===== src/rtl/palette_texel_expander_top_assert.svh =====
// ----------------------------------------------------------------------------
// Palette texel expander assertion macros
// Shared concurrent assertion forms, clocked on clk and disabled in reset.
// ----------------------------------------------------------------------------
`ifndef PALETTE_TEXEL_EXPANDER_TOP_ASSERT_SVH
`define PALETTE_TEXEL_EXPANDER_TOP_ASSERT_SVH

// same-cycle implication
`define PTE_ASSERT_NOW(label, ante, cons, msg) \
	label: assert property (@(posedge clk) disable iff (!arst_n) (ante) |-> (cons)) \
		else $error(msg);

// next-cycle implication
`define PTE_ASSERT_NEXT(label, ante, cons, msg) \
	label: assert property (@(posedge clk) disable iff (!arst_n) (ante) |=> (cons)) \
		else $error(msg);

`endif


===== src/rtl/pte_pkg.sv =====
// ----------------------------------------------------------------------------
// Palette texel expander package
// Payload types, register codes and the color formatting function.
// ----------------------------------------------------------------------------
package pte_pkg;

	localparam int PALETTE_ENTRIES_DEF = 256;
	localparam int ENTRY_W             = 24;
	localparam int CFG_IDX_W           = 2;
	localparam int CFG_DATA_W          = 8;

	localparam logic [7:0] KEY_INDEX    = 8'd255;
	localparam logic [7:0] ALPHA_OPAQUE = 8'd255;

	localparam logic [1:0] MODE_RGBA = 2'd0;
	localparam logic [1:0] MODE_RGB  = 2'd1;
	localparam logic [1:0] MODE_RED  = 2'd2;

	localparam logic [CFG_IDX_W-1:0] CFG_OUTPUT_MODE = 2'd0;
	localparam logic [CFG_IDX_W-1:0] CFG_KEY_ENABLE  = 2'd1;

	typedef enum logic [0:0] {
		FUNC_LOAD    = 1'b0,
		FUNC_CONVERT = 1'b1
	} func_t;

	typedef struct packed {
		func_t      func;
		logic [7:0] index;
		logic [7:0] load_red;
		logic [7:0] load_green;
		logic [7:0] load_blue;
	} pix_req_t;

	typedef struct packed {
		logic [7:0] red;
		logic [7:0] green;
		logic [7:0] blue;
		logic [7:0] alpha;
	} color_t;

	typedef struct packed {
		logic full;
		logic room;
	} q_status_t;

	// entry is {red, green, blue}; out-of-range lookups read as zero
	function automatic color_t format_color(
		input logic [ENTRY_W-1:0] entry,
		input logic               in_range,
		input logic               is_key,
		input logic [1:0]         mode,
		input logic               key_en
	);
		color_t              c;
		logic [ENTRY_W-1:0]  e;
		e = in_range ? entry : '0;
		c.red   = e[23:16];
		c.green = e[15:8];
		c.blue  = e[7:0];
		c.alpha = ALPHA_OPAQUE;
		priority if (mode == MODE_RED) begin
			c.green = '0;
			c.blue  = '0;
			c.alpha = '0;
		end else if (key_en && is_key) begin
			c = '0;
		end else if (mode == MODE_RGB) begin
			c.alpha = '0;
		end else begin
			c.alpha = ALPHA_OPAQUE;
		end
		return c;
	endfunction

endpackage


===== src/rtl/pte_out_queue.sv =====
// ----------------------------------------------------------------------------
// Result queue
// Three-entry queue after the lookup stage; reports room for a new request.
// ----------------------------------------------------------------------------
module pte_out_queue (
	input  logic                clk,
	input  logic                arst_n,
	input  logic                push,
	input  pte_pkg::color_t     push_data,
	input  logic                in_flight,
	output pte_pkg::q_status_t  status,
	output logic                col_valid,
	input  logic                col_ready,
	output pte_pkg::color_t     col
);
	import pte_pkg::*;

	localparam int QDEPTH = 3;

	color_t     slot [QDEPTH];
	logic [1:0] wr_ptr_q;
	logic [1:0] rd_ptr_q;
	logic [1:0] count_q;
	logic       pop;

	assign pop       = col_valid && col_ready;
	assign col_valid = (count_q != 2'd0);
	assign col       = slot[rd_ptr_q];

	// in-flight lookup must always find a slot when it lands
	assign status.full = (count_q == 2'(QDEPTH));
	assign status.room = ({1'b0, count_q} + {2'b00, in_flight}) < 3'(QDEPTH);

	always_ff @(posedge clk) begin
		if (push) begin
			slot[wr_ptr_q] <= push_data;
		end
	end

	always_ff @(posedge clk or negedge arst_n) begin
		if (!arst_n) begin
			wr_ptr_q <= '0;
			rd_ptr_q <= '0;
			count_q  <= '0;
		end else begin
			if (push) begin
				wr_ptr_q <= (wr_ptr_q == 2'(QDEPTH - 1)) ? 2'd0 : wr_ptr_q + 2'd1;
			end
			if (pop) begin
				rd_ptr_q <= (rd_ptr_q == 2'(QDEPTH - 1)) ? 2'd0 : rd_ptr_q + 2'd1;
			end
			unique case ({push, pop})
				2'b10:   count_q <= count_q + 2'd1;
				2'b01:   count_q <= count_q - 2'd1;
				default: count_q <= count_q;
			endcase
		end
	end

endmodule


===== config.mk =====
export PLATFORM = sky130hd
export DESIGN_NAME = pte_out_queue
export DESIGN_NICKNAME = d
export VERILOG_FILES = /design/src/rtl/palette_texel_expander_top_assert.svh /design/src/rtl/pte_pkg.sv /design/src/rtl/pte_out_queue.sv
export SDC_FILE = /design/constraint.sdc
export NUM_CORES = 1
export LEC_CHECK = 0
export BUFFER_PORTS_ARGS = -buffer_cell sky130_fd_sc_hd__buf_2
export CORE_UTILIZATION = 61
export CTS_BUF_LIST = sky130_fd_sc_hd__clkbuf_8
export CTS_CLUSTER_SIZE = 24
export DETAILED_ROUTE_END_ITERATION = 7
export GPL_TIMING_DRIVEN = 0
export PLACE_DENSITY = 0.94
export SYNTH_ARGS = -nofsm -noshare
export SYNTH_HDL_FRONTEND = slang
export SYNTH_SLANG_ARGS = --single-unit

===== constraint.sdc =====
create_clock -name clk -period 5.6 [get_ports clk]
set_input_delay 1.12 -clock clk [delete_from_list [all_inputs] [get_ports clk]]
set_output_delay 1.12 -clock clk [all_outputs]
set_load 0.02 [all_outputs]

# Word level (Yosys, flattened, before mapping)
# Memories as Yosys holds them, arrays and structs flattened.
# Index checks and enable logic that the tools add are counted.
dict set report op_classes {
  add_sub_neg 5
  magnitude_cmp 1
  n_eq_ne 5
  mux 5
  n_reduce_logical 3
}
# op n
set ops {}
lappend ops {{$eq A2 B2 Y1 const B} 4}
lappend ops {{$add A2 B1 Y2 const B} 3}
lappend ops {{$mux W2} 2}
lappend ops {{$pmux W2 S2} 1}
lappend ops {{$reduce_bool A2 Y1} 2}
lappend ops {{$add A2 B1 Y3} 1}
lappend ops {{$lt A3 B2 Y1 const B} 1}
lappend ops {{$eq A2 B1 Y1 const B} 1}
lappend ops {{$mux W1} 2}
lappend ops {{$sub A2 B1 Y2 const B} 1}
lappend ops {{$logic_and A1 B1 Y1} 1}
dict set report totals {
  register_bits 6
  mem_bits_rw 96
  inputBits 37
  word_cells 23
  mem_count 1
}
# name depth width rd rd_clocked_by_memory_dff write_ports line
set memory_table {}
lappend memory_table {slot 3 32 1 0 1 pte_out_queue.sv:20} ;# color_t slot [QDEPTH];

# Depth between registers and ports, before layout
# Gate-level depths: netlist of run 1.
dict set report depth {
  ltp_word 4
  depth_mapped 6
}

# Least setup slack after synthesis of run 1
# OpenSTA, ideal clock, no wires.
dict set report synth_timing {
  path_kind {input-to-reg}
  from {in push}
  to {mem slot[2][0] (netlist bit), enable pin}
  arrival_time_ns 3.577
  required_ns 5.132
  path_slack_ns 1.556
  path_stages 2
  n_path_buf 0
  path_cell_list {inv_1 -> nor3b_1}
}
dict set report synth_via {
  elab_chain_cells 2
}
# element line
set synth_lines {}
lappend synth_lines {{start, declared} pte_out_queue.sv:8} ;# input logic push,
lappend synth_lines {{$mux W1} pte_out_queue.sv:35} ;# if (push) begin
lappend synth_lines {{$mux W1 (not written as such)} pte_out_queue.sv:36} ;# slot[wr_ptr_q] <= push_data;
lappend synth_lines {{end, declared} pte_out_queue.sv:20}
# Every way passes these cells.

==> reports/metrics.csv, run 1 <==
stage,metric,value,unit
die,Top-Level Pins,72,
route,antenna-violating nets left,0,
synthesis,#FFs+latches synth,102,
timing,Final Hold Fails,0,
die,starting density of the core,0.6462,
place,placed insts,386,
cells_and_area,Final nets,362,
synthesis,mapped cell area,3894,um2
global_routing,grt total ovfl,0,
place,PortBufs,71,
synthesis,Yosys top cell area share,0.7404,
place,DP Wirelength,4.620,mm
die,Die H,81.90,um
route,Pre-Repair DR Iteration Count,4,
clock_network,post-CTS setup buffers,0,
synthesis,synthesized area per cell,16.71,um2
worst_setup_path,Crit Path Max Fanout,1,
synthesis,Synth Net Count,273,
clock_network,clock buffers created by TritonCTS,9,
cells_and_area,post-route insts no fill,402,
clock_network,CTS tree,built,
global_routing,GR Util All Layers,0.2175,
route,DR iter-0 viols,131,
worst_setup_path,r2r setup slk,3830,ps
route,DR vias/cell,5.470,
clock_network,"CTS clk-pin slew, worst paths",90,ps
hold_path,Hold Path Cell Cnt,1,
power,Leakage,1.781,nW
worst_setup_path,end point of the critical path,status[0],
die,Die ar.,6707,um2
clock_network,H-tree depth,3,
route,vias,2199,
timing,Final Max Slew Viols,0,
synthesis,library cells used by synthesis,24,
timing,max frequency,323.4,MHz
worst_setup_path,worst r2r src,wr_ptr_q[1],
cells_and_area,multi-input logic area,770.7,um2
cells_and_area,"commonest non-fill, non-tap cell in the layout",edfxtp_1,
timing,final setup fails,0,
synthesis,cells after synthesis,233,
cells_and_area,filler instances,346,
die,die width,81.90,um
synthesis,Synth Warn #,0,
outcome,status,completed,
timing,Tightest Pin Transition,667.9,ps
synthesis,"top cells by area, synth","edfxtp_1, mux2i_1, dfrtp_1, o21ai_1, nand2_1",
worst_setup_path,"Req. time, crit path",4480,ps
die,Core ar.,6026,um2
worst_setup_path,Critical Path Start,in_flight,
flow_run,MaxCap Viol Count,0,
global_routing,largest net degree at the start of global routing,28,
power,Pwr Density,524.7,nW/um2
clock_network,clk buf depth,2,
place,GPL Wtd Cong,0.7175,
timing,RSZ-0062 raised after global routing,false,
worst_setup_path,startpoint types,primary input,
die,# rows,28,
hold_path,Hold Path Class,reg2reg,
synthesis,post-synth top area cell,edfxtp_1,
global_routing,first-pass GRT wire length,10.31,mm
timing,period utilization,0.5522,
cells_and_area,share of cells above drive strength 1,0.3211,
timing,final worst path period need,3092,ps
power,peak supply drop,0.0002891,V
clock_network,Post-CTS Resized,0,
timing,Slew HR,0.5528,
route,"wirelength, routed",6.757,mm
cells_and_area,diode count,0,
clock_network,CTS Hold Bufs,0,
global_routing,initial antenna violation count,0,
clock_network,Sink Count,102,
synthesis,"Seq/Total Area, Yosys",0.7789,
timing,clk_skew,7.167,ps
clock_network,Worst-Skew Late Latency,350,ps
cells_and_area,area delta synth->final,19.63,%
clock_network,clock root buffer,clkbuf_8,
worst_setup_path,R2R Path End,slot[0][23],
timing,setup TNS,0,ps
cells_and_area,"commonest cells after routing, fill and taps aside","edfxtp_1, buf_2, nand2_1",
worst_setup_path,Crit. End Element,output pin,
route,DR DRC count,0,
cells_and_area,area occupied by registers,3033,um2
worst_setup_path,Crit Path Class,in2out,
worst_setup_path,worst endpoint data arrival time,1970,ps
global_routing,vias in the first global route,2206,
route,wire length per cell,16.81,um
worst_setup_path,R2R cell count,3,
[cell type report]
cell class,count,share of cell area
clock inverter,7,0.01692
buffer,11,0.02149
clock buffer,9,0.02659
timing repair buffer,78,0.09670
sequential,102,0.6511
inverter,2,0.001612
multi-input combinational,118,0.1655
tap,75,0.02015
[sequential cells by signal (all words and copies together), names as in the netlist]
register,cells
count_q,2
slot,96
wr_ptr_q,2
rd_ptr_q,2
[synthesized netlist by cell type (all sizes together)]
cell     n
ha       3
nor3     2
and2     1
o21ai   34
a21o     3
xor2     1
inv      2
clkbuf   3
mux2i   32
xnor2    2
a21oi    1
buf      8
dfrtp    6
nor3b    1
nand2   34
or2      1
nor2     2
edfxtp  96
nand2b   1
[critical path, stage by stage]
cell	delay, ps
buf_2	100
ha_1	190
ha_1	260
a21oi_1	130
buf_2	170
[cells by family after synthesis]
family | count (synthesis) | synth area share
buf+inv | 13 | 0.02763
mux | 32 | 0.08226
fa+ha+maj | 3 | 0.009641
flops | 102 | 0.7789
xor+xnor | 3 | 0.006749
simple gates | 42 | 0.04403
compound gates | 38 | 0.05077
[report_power, final]
part | switching, mW | leakage, nW | internal [mW] | total [mW]
combinational | 0.598 | 0.722 | 0.357 | 0.956
sequential | 0.0510 | 0.959 | 0.981 | 1.03
clock | 0.244 | 0.0998 | 0.212 | 0.456
[stage by stage]
step / area (um2) / setup slack [ps] / util / total power, mW / hold WS, ps
2_1_floorplan: 3894 / 1556 / - / 1.687 / 488.3
3_3_place_gp: 4343 / 86.38 / 0.7207 / 1.957 / 502.0
3_5_place_dp: 4456 / 2500 / 0.7394 / 2.011 / 537.2
4_1_cts: 4658 / 2504 / 0.7730 / 2.465 / 547.6
5_1_grt: 4658 / 2414 / 0.7730 / 2.572 / 578.7
6_report: 4658 / 2508 / 0.7730 / 2.444 / 548.3
[metal layers]
metal / part of all wire / vias up / track usage
met5: 0 / - / 0
li1: - / 1049 / -
met2: 0.53 / 60 / 0.3876
met1: 0.42 / 1085 / 0.2541
met3: 0.044 / 5 / 0.04778
met4: 0.0070 / 0 / 0.08772
[worst min-delay path by stage]
stage | from | to | slack [ps]
after global placement | wr_ptr_q[1] | wr_ptr_q[1] | 500
after floorplan | wr_ptr_q[1] | wr_ptr_q[1] | 490
after CTS | count_q[1] | count_q[1] | 550
after global routing | arst_n | rd_ptr_q[0] | 580
after detailed placement | count_q[1] | count_q[1] | 540
final | count_q[1] | count_q[1] | 550
Note: power is estimated with default switching activity, not from simulation.
==> run 2, diff against run 1 <==
--- a/config.mk
+++ b/config.mk
@@ -5,13 +5,14 @@
 export SDC_FILE = /design/constraint.sdc
 export NUM_CORES = 1
 export LEC_CHECK = 0
+export ABC_AREA = 1
 export BUFFER_PORTS_ARGS = -buffer_cell sky130_fd_sc_hd__buf_2
-export CORE_UTILIZATION = 61
+export CORE_UTILIZATION = 51
 export CTS_BUF_LIST = sky130_fd_sc_hd__clkbuf_8
 export CTS_CLUSTER_SIZE = 24
 export DETAILED_ROUTE_END_ITERATION = 7
 export GPL_TIMING_DRIVEN = 0
-export PLACE_DENSITY = 0.94
+export PLACE_DENSITY = 0.85
 export SYNTH_ARGS = -nofsm -noshare
 export SYNTH_HDL_FRONTEND = slang
 export SYNTH_SLANG_ARGS = --single-unit
==> constraint.sdc (replaced) <==
create_clock -name clk -period 2.5 [get_ports clk]
set_input_delay 0.5 -clock clk [delete_from_list [all_inputs] [get_ports clk]]
set_output_delay 0.5 -clock clk [all_outputs]
set_load 0.02 [all_outputs]
==> run 2 against run 1 <==
  * Synthesized cell count is 20% higher
  * Final area is 1.5% lower
  * Final cell count is 17% higher
  * Non-clock buffer count is 3 lower
  * Power is 120% higher
  * Clock power is 120% higher
  * First-iteration DRC count is 34% lower
  * Critical endpoint is now col[27]
  * Highest routed layer unchanged
  * Clock-buffer cell count stayed put
  * Via count is 7.3% higher
==> reports/metrics.csv, run 2 <==
stage,metric,value,unit,change
cells_and_area,"Design Area, Final",4591,um2,was 4658 um2
worst_setup_path,Crit Path Class,reg2out,,was in2out
synthesis,Yosys top cell area share,0.7571,,was 0.7404
cells_and_area,"commonest non-fill, non-tap cell in the layout",nand2_1,,was edfxtp_1
worst_setup_path,CP max stage delay,370,ps,was 260 ps
power,Leakage,1.848,nW,was 1.781 nW
worst_setup_path,r2r setup slk,850,ps,was 3830 ps
route,wire length per cell,14.14,um,was 16.81 um
synthesis,Synth Net Count,319,,was 273
clock_network,Worst-Skew Late Latency,350,ps,about the same
worst_setup_path,end point of the critical path,col[27],,was status[0]
worst_setup_path,startpoint types,register,,was primary input
timing,max frequency,456.8,MHz,
cells_and_area,filler instances,551,,was 346
global_routing,grt total ovfl,0,,unchanged
cells_and_area,max FFs per register,96,,unchanged
route,DR vias/cell,5.021,,was 5.470
timing,clk_skew,8.598,ps,was 7.167 ps
clock_network,H-tree depth,3,,unchanged
flow_run,MaxCap Viol Count,0,,unchanged
timing,Final Hold Fails,0,,unchanged
timing,final worst path period need,2189,ps,
synthesis,"Seq/Total Area, Yosys",0.7966,,was 0.7789
clock_network,CTS tree,built,,unchanged
global_routing,vias in the first global route,2124,,was 2206
route,DR DRC count,0,,unchanged
die,Die ar.,7815,um2,was 6707 um2
worst_setup_path,worst r2r src,wr_ptr_q[0],,was wr_ptr_q[1]
worst_setup_path,Worst path most repeated cell,buf_2,,
worst_setup_path,Crit Path Max Fanout,10,,was 1
cells_and_area,diode count,0,,unchanged
synthesis,Simple-Gate Fraction of Synth Area,0.1623,,was 0.04402
synthesis,"FFs w/ async S/R, synth",0.05882,,unchanged
route,Pre-Repair DR Iteration Count,4,,unchanged
timing,Slew HR,0.6424,,was 0.5528
route,vias,2360,,was 2199
worst_setup_path,"Req. time, crit path",2000,ps,was 4480 ps
route,antenna-violating nets left,0,,unchanged
clock_network,clk buf depth,2,,unchanged
cells_and_area,"commonest cells after routing, fill and taps aside","nand2_1, edfxtp_1, buf_2",,"was edfxtp_1, buf_2, nand2_1"
die,# rows,31,,was 28
cells_and_area,Biggest register,slot,,unchanged
clock_network,Sink Count,102,,unchanged
global_routing,initial antenna violation count,0,,unchanged
synthesis,"count leader, synth",nand2_1,,was edfxtp_1
synthesis,cells after synthesis,279,,was 233
synthesis,number of enable flip-flop cells after synthesis,96,,unchanged
route,routed wl met3,279,um,was 296 um
synthesis,Post-synth top cells,"nand2_1, edfxtp_1, nand3_1",,"was edfxtp_1, nand2_1, mux2i_1"
clock_network,"CTS clk-pin slew, worst paths",90,ps,about the same
die,Die H,88.41,um,was 81.90 um
synthesis,largest family of logic cells by synthesized area,simple AND/OR/NAND/NOR gates,,was multiplexers
synthesis,library cells used by synthesis,16,,was 24
power,peak supply drop,0.0007239,V,was 0.0002891 V
timing,final setup fails,0,,unchanged
synthesis,proportion of synthesized area in mux cells,0,,was 0.08226
route,WL met2,3.416,mm,was 3.600 mm
global_routing,GR Util All Layers,0.1744,,was 0.2175
synthesis,Synth Warn #,0,,unchanged
route,DR iter-0 viols,86,,was 131
power,Pwr Density,1197,nW/um2,was 524.7 nW/um2
worst_setup_path,R2R cell count,4,,was 3
outcome,status,completed,,unchanged
worst_setup_path,Crit. End Element,output pin,,unchanged
place,placed insts,451,,was 386
die,die width,88.41,um,was 81.90 um
synthesis,post-synth top area cell,edfxtp_1,,unchanged
clock_network,clock buffers created by TritonCTS,9,,unchanged
worst_setup_path,slowest CP cell,dfrtp_1,,was ha_1
synthesis,Adder-Cell Fraction of Synth Area,0.009859,,was 0.009640
timing,RSZ-0062 raised after global routing,false,,unchanged
cells_and_area,Final nets,406,,was 362
timing,Fin Hold WS,342.9,ps,was 548.3 ps
place,GPL Wtd Cong,0.6719,,was 0.7175
place,DP Wirelength,4.314,mm,was 4.620 mm
synthesis,complex-gate fraction of the synthesized area,0.003943,,was 0.05077
worst_setup_path,Critical Path Start,rd_ptr_q[1],,was in_flight
route,"wirelength, routed",6.648,mm,was 6.757 mm
cells_and_area,share of cells above drive strength 1,0.2722,,was 0.3211
cells_and_area,Layout Utilization,0.6329,,was 0.7730
timing,Final Max Slew Viols,0,,unchanged
hold_path,Hold Path Class,in2reg,,was reg2reg
synthesis,"top cells by area, synth","edfxtp_1, nand2_1, nand3_1, dfrtp_1, inv_1",,"was edfxtp_1, mux2i_1, dfrtp_1, o21ai_1, nand2_1"
global_routing,first-pass GRT wire length,9.673,mm,was 10.31 mm
die,Top-Level Pins,72,,unchanged
synthesis,#FFs+latches synth,102,,unchanged
worst_setup_path,worst endpoint data arrival time,1690,ps,was 1970 ps
synthesis,area share of xor/xnor cells in the synthesized design,0.002300,,was 0.006748
die,starting density of the core,0.5249,,was 0.6462
cells_and_area,post-route insts no fill,470,,was 402
die,Core ar.,7253,um2,was 6026 um2
synthesis,mapped cell area,3807,um2,was 3894 um2
place,Placement Cell Area,4328,um2,was 4456 um2
timing,period utilization,0.8756,,
worst_setup_path,R2R Path End,slot[0][4],,was slot[0][23]
cells_and_area,area delta synth->final,20.57,%,was 19.63%
synthesis,synthesized area per cell,13.65,um2,was 16.71 um2
worst_setup_path,crit path cell chain,buf_4 > nor2_4 > buf_2 > nand2_1 > nand3_1 > buf_2,,was buf_2 > ha_1 > ha_1 > a21oi_1 > buf_2
clock_network,clock root buffer,clkbuf_8,,unchanged
route,highest metal layer with signal wires,met4,,unchanged
place,PortBufs,71,,unchanged
route,Metal-1 WL,2.833,mm,was 2.813 mm
synthesis,ys flop type,edfxtp_1,,unchanged
timing,Tightest Pin Transition,533.2,ps,was 667.9 ps
global_routing,largest net degree at the start of global routing,33,,was 28
power,total power,5.493,mW,was 2.444 mW
-- run 2: cell types whose count changed after synthesis, moves of 4 or more --
| cell | before | now |
|---|---|---|
| o21ai_1 | 29 | 0 |
| inv_1 | 2 | 11 |
| buf_2 | 3 | 7 |
| nand2_1 | 34 | 109 |
| mux2i_1 | 32 | 0 |
| nand3_1 | 0 | 35 |
-- run 2: power by group --
| group | internal [mW] | switching (mW) | total, mW |
|---|---|---|---|
| Sequential | 2.20 | 0.0962 | 2.29 |
| Clock | 0.468 | 0.537 | 1.00 |
| Combinational | 0.691 | 1.50 | 2.19 |
| Total | 3.36 | 2.14 | 5.49 |
-- run 2: repair_timing --
action                                 4_1_cts  5_1_grt
endpoints found under the hold margin        6        0
resized for setup                            0        0
buffers inserted                             0        0
hold buffers                                 1        0
setup endpoints to repair                    0        0
-- run 2: logic make-up (layout without fill, tap and decap cells) --
logic type,Yosys count,count (layout)
simple gates,148,148
xor+xnor,1,1
flops,102,102
fa+ha+maj,3,3
compound gates,3,3
buf+inv,22,114
-- run 2: final cells by class --
type | instances | area (um2) | area share
multi-input cells | 155 | 690.7 | 0.1504
clock inverters | 7 | 73.82 | 0.01608
inverters | 12 | 45.04 | 0.009812
repair buffers | 76 | 450.4 | 0.09812
well taps | 99 | 123.9 | 0.02698
plain buffers | 10 | 50.05 | 0.01090
flip-flops and latches | 102 | 3033 | 0.6607
clock buffers | 9 | 123.9 | 0.02698
-- run 2: worst min path at each step --
stage / endpoint / start / slack (ps) / cells after the start
3_5_place_dp: wr_ptr_q[0] / arst_n / 330 / 1
2_1_floorplan: count_q[0] / arst_n / 200 / 0
3_3_place_gp: count_q[1] / arst_n / 330 / 1
5_1_grt: slot[2][10] / push_data[10] / 320 / 1
6_report: slot[2][10] / push_data[10] / 340 / 1
4_1_cts: slot[1][11] / push_data[11] / 330 / 1
-- run 2: layer usage --
layer  GRT usage  vias to the layer above
li1            -                     1147
met1      0.2080                     1143
met2      0.2986                       60
met3     0.03731                       10
met4     0.09238                        0
met5           0                        -
-- run 2: critical path: cells and delay by family, from the launching register on --
family	cells	cell delay, ps
buffers and inverters	3	610
flip-flops	1	370
AND/OR/NAND/NOR	3	360
-- run 2: stage by stage --
| step | setup slack [ps] | TNS (ps) |
|---|---|---|
| floorplan | 285.5 | 0 |
| global placement | -667.3 | -21290 |
| detailed placement | 313.2 | 0 |
| CTS | 278.1 | 0 |
| global route | 200.4 | 0 |
| finish | 310.9 | 0 |
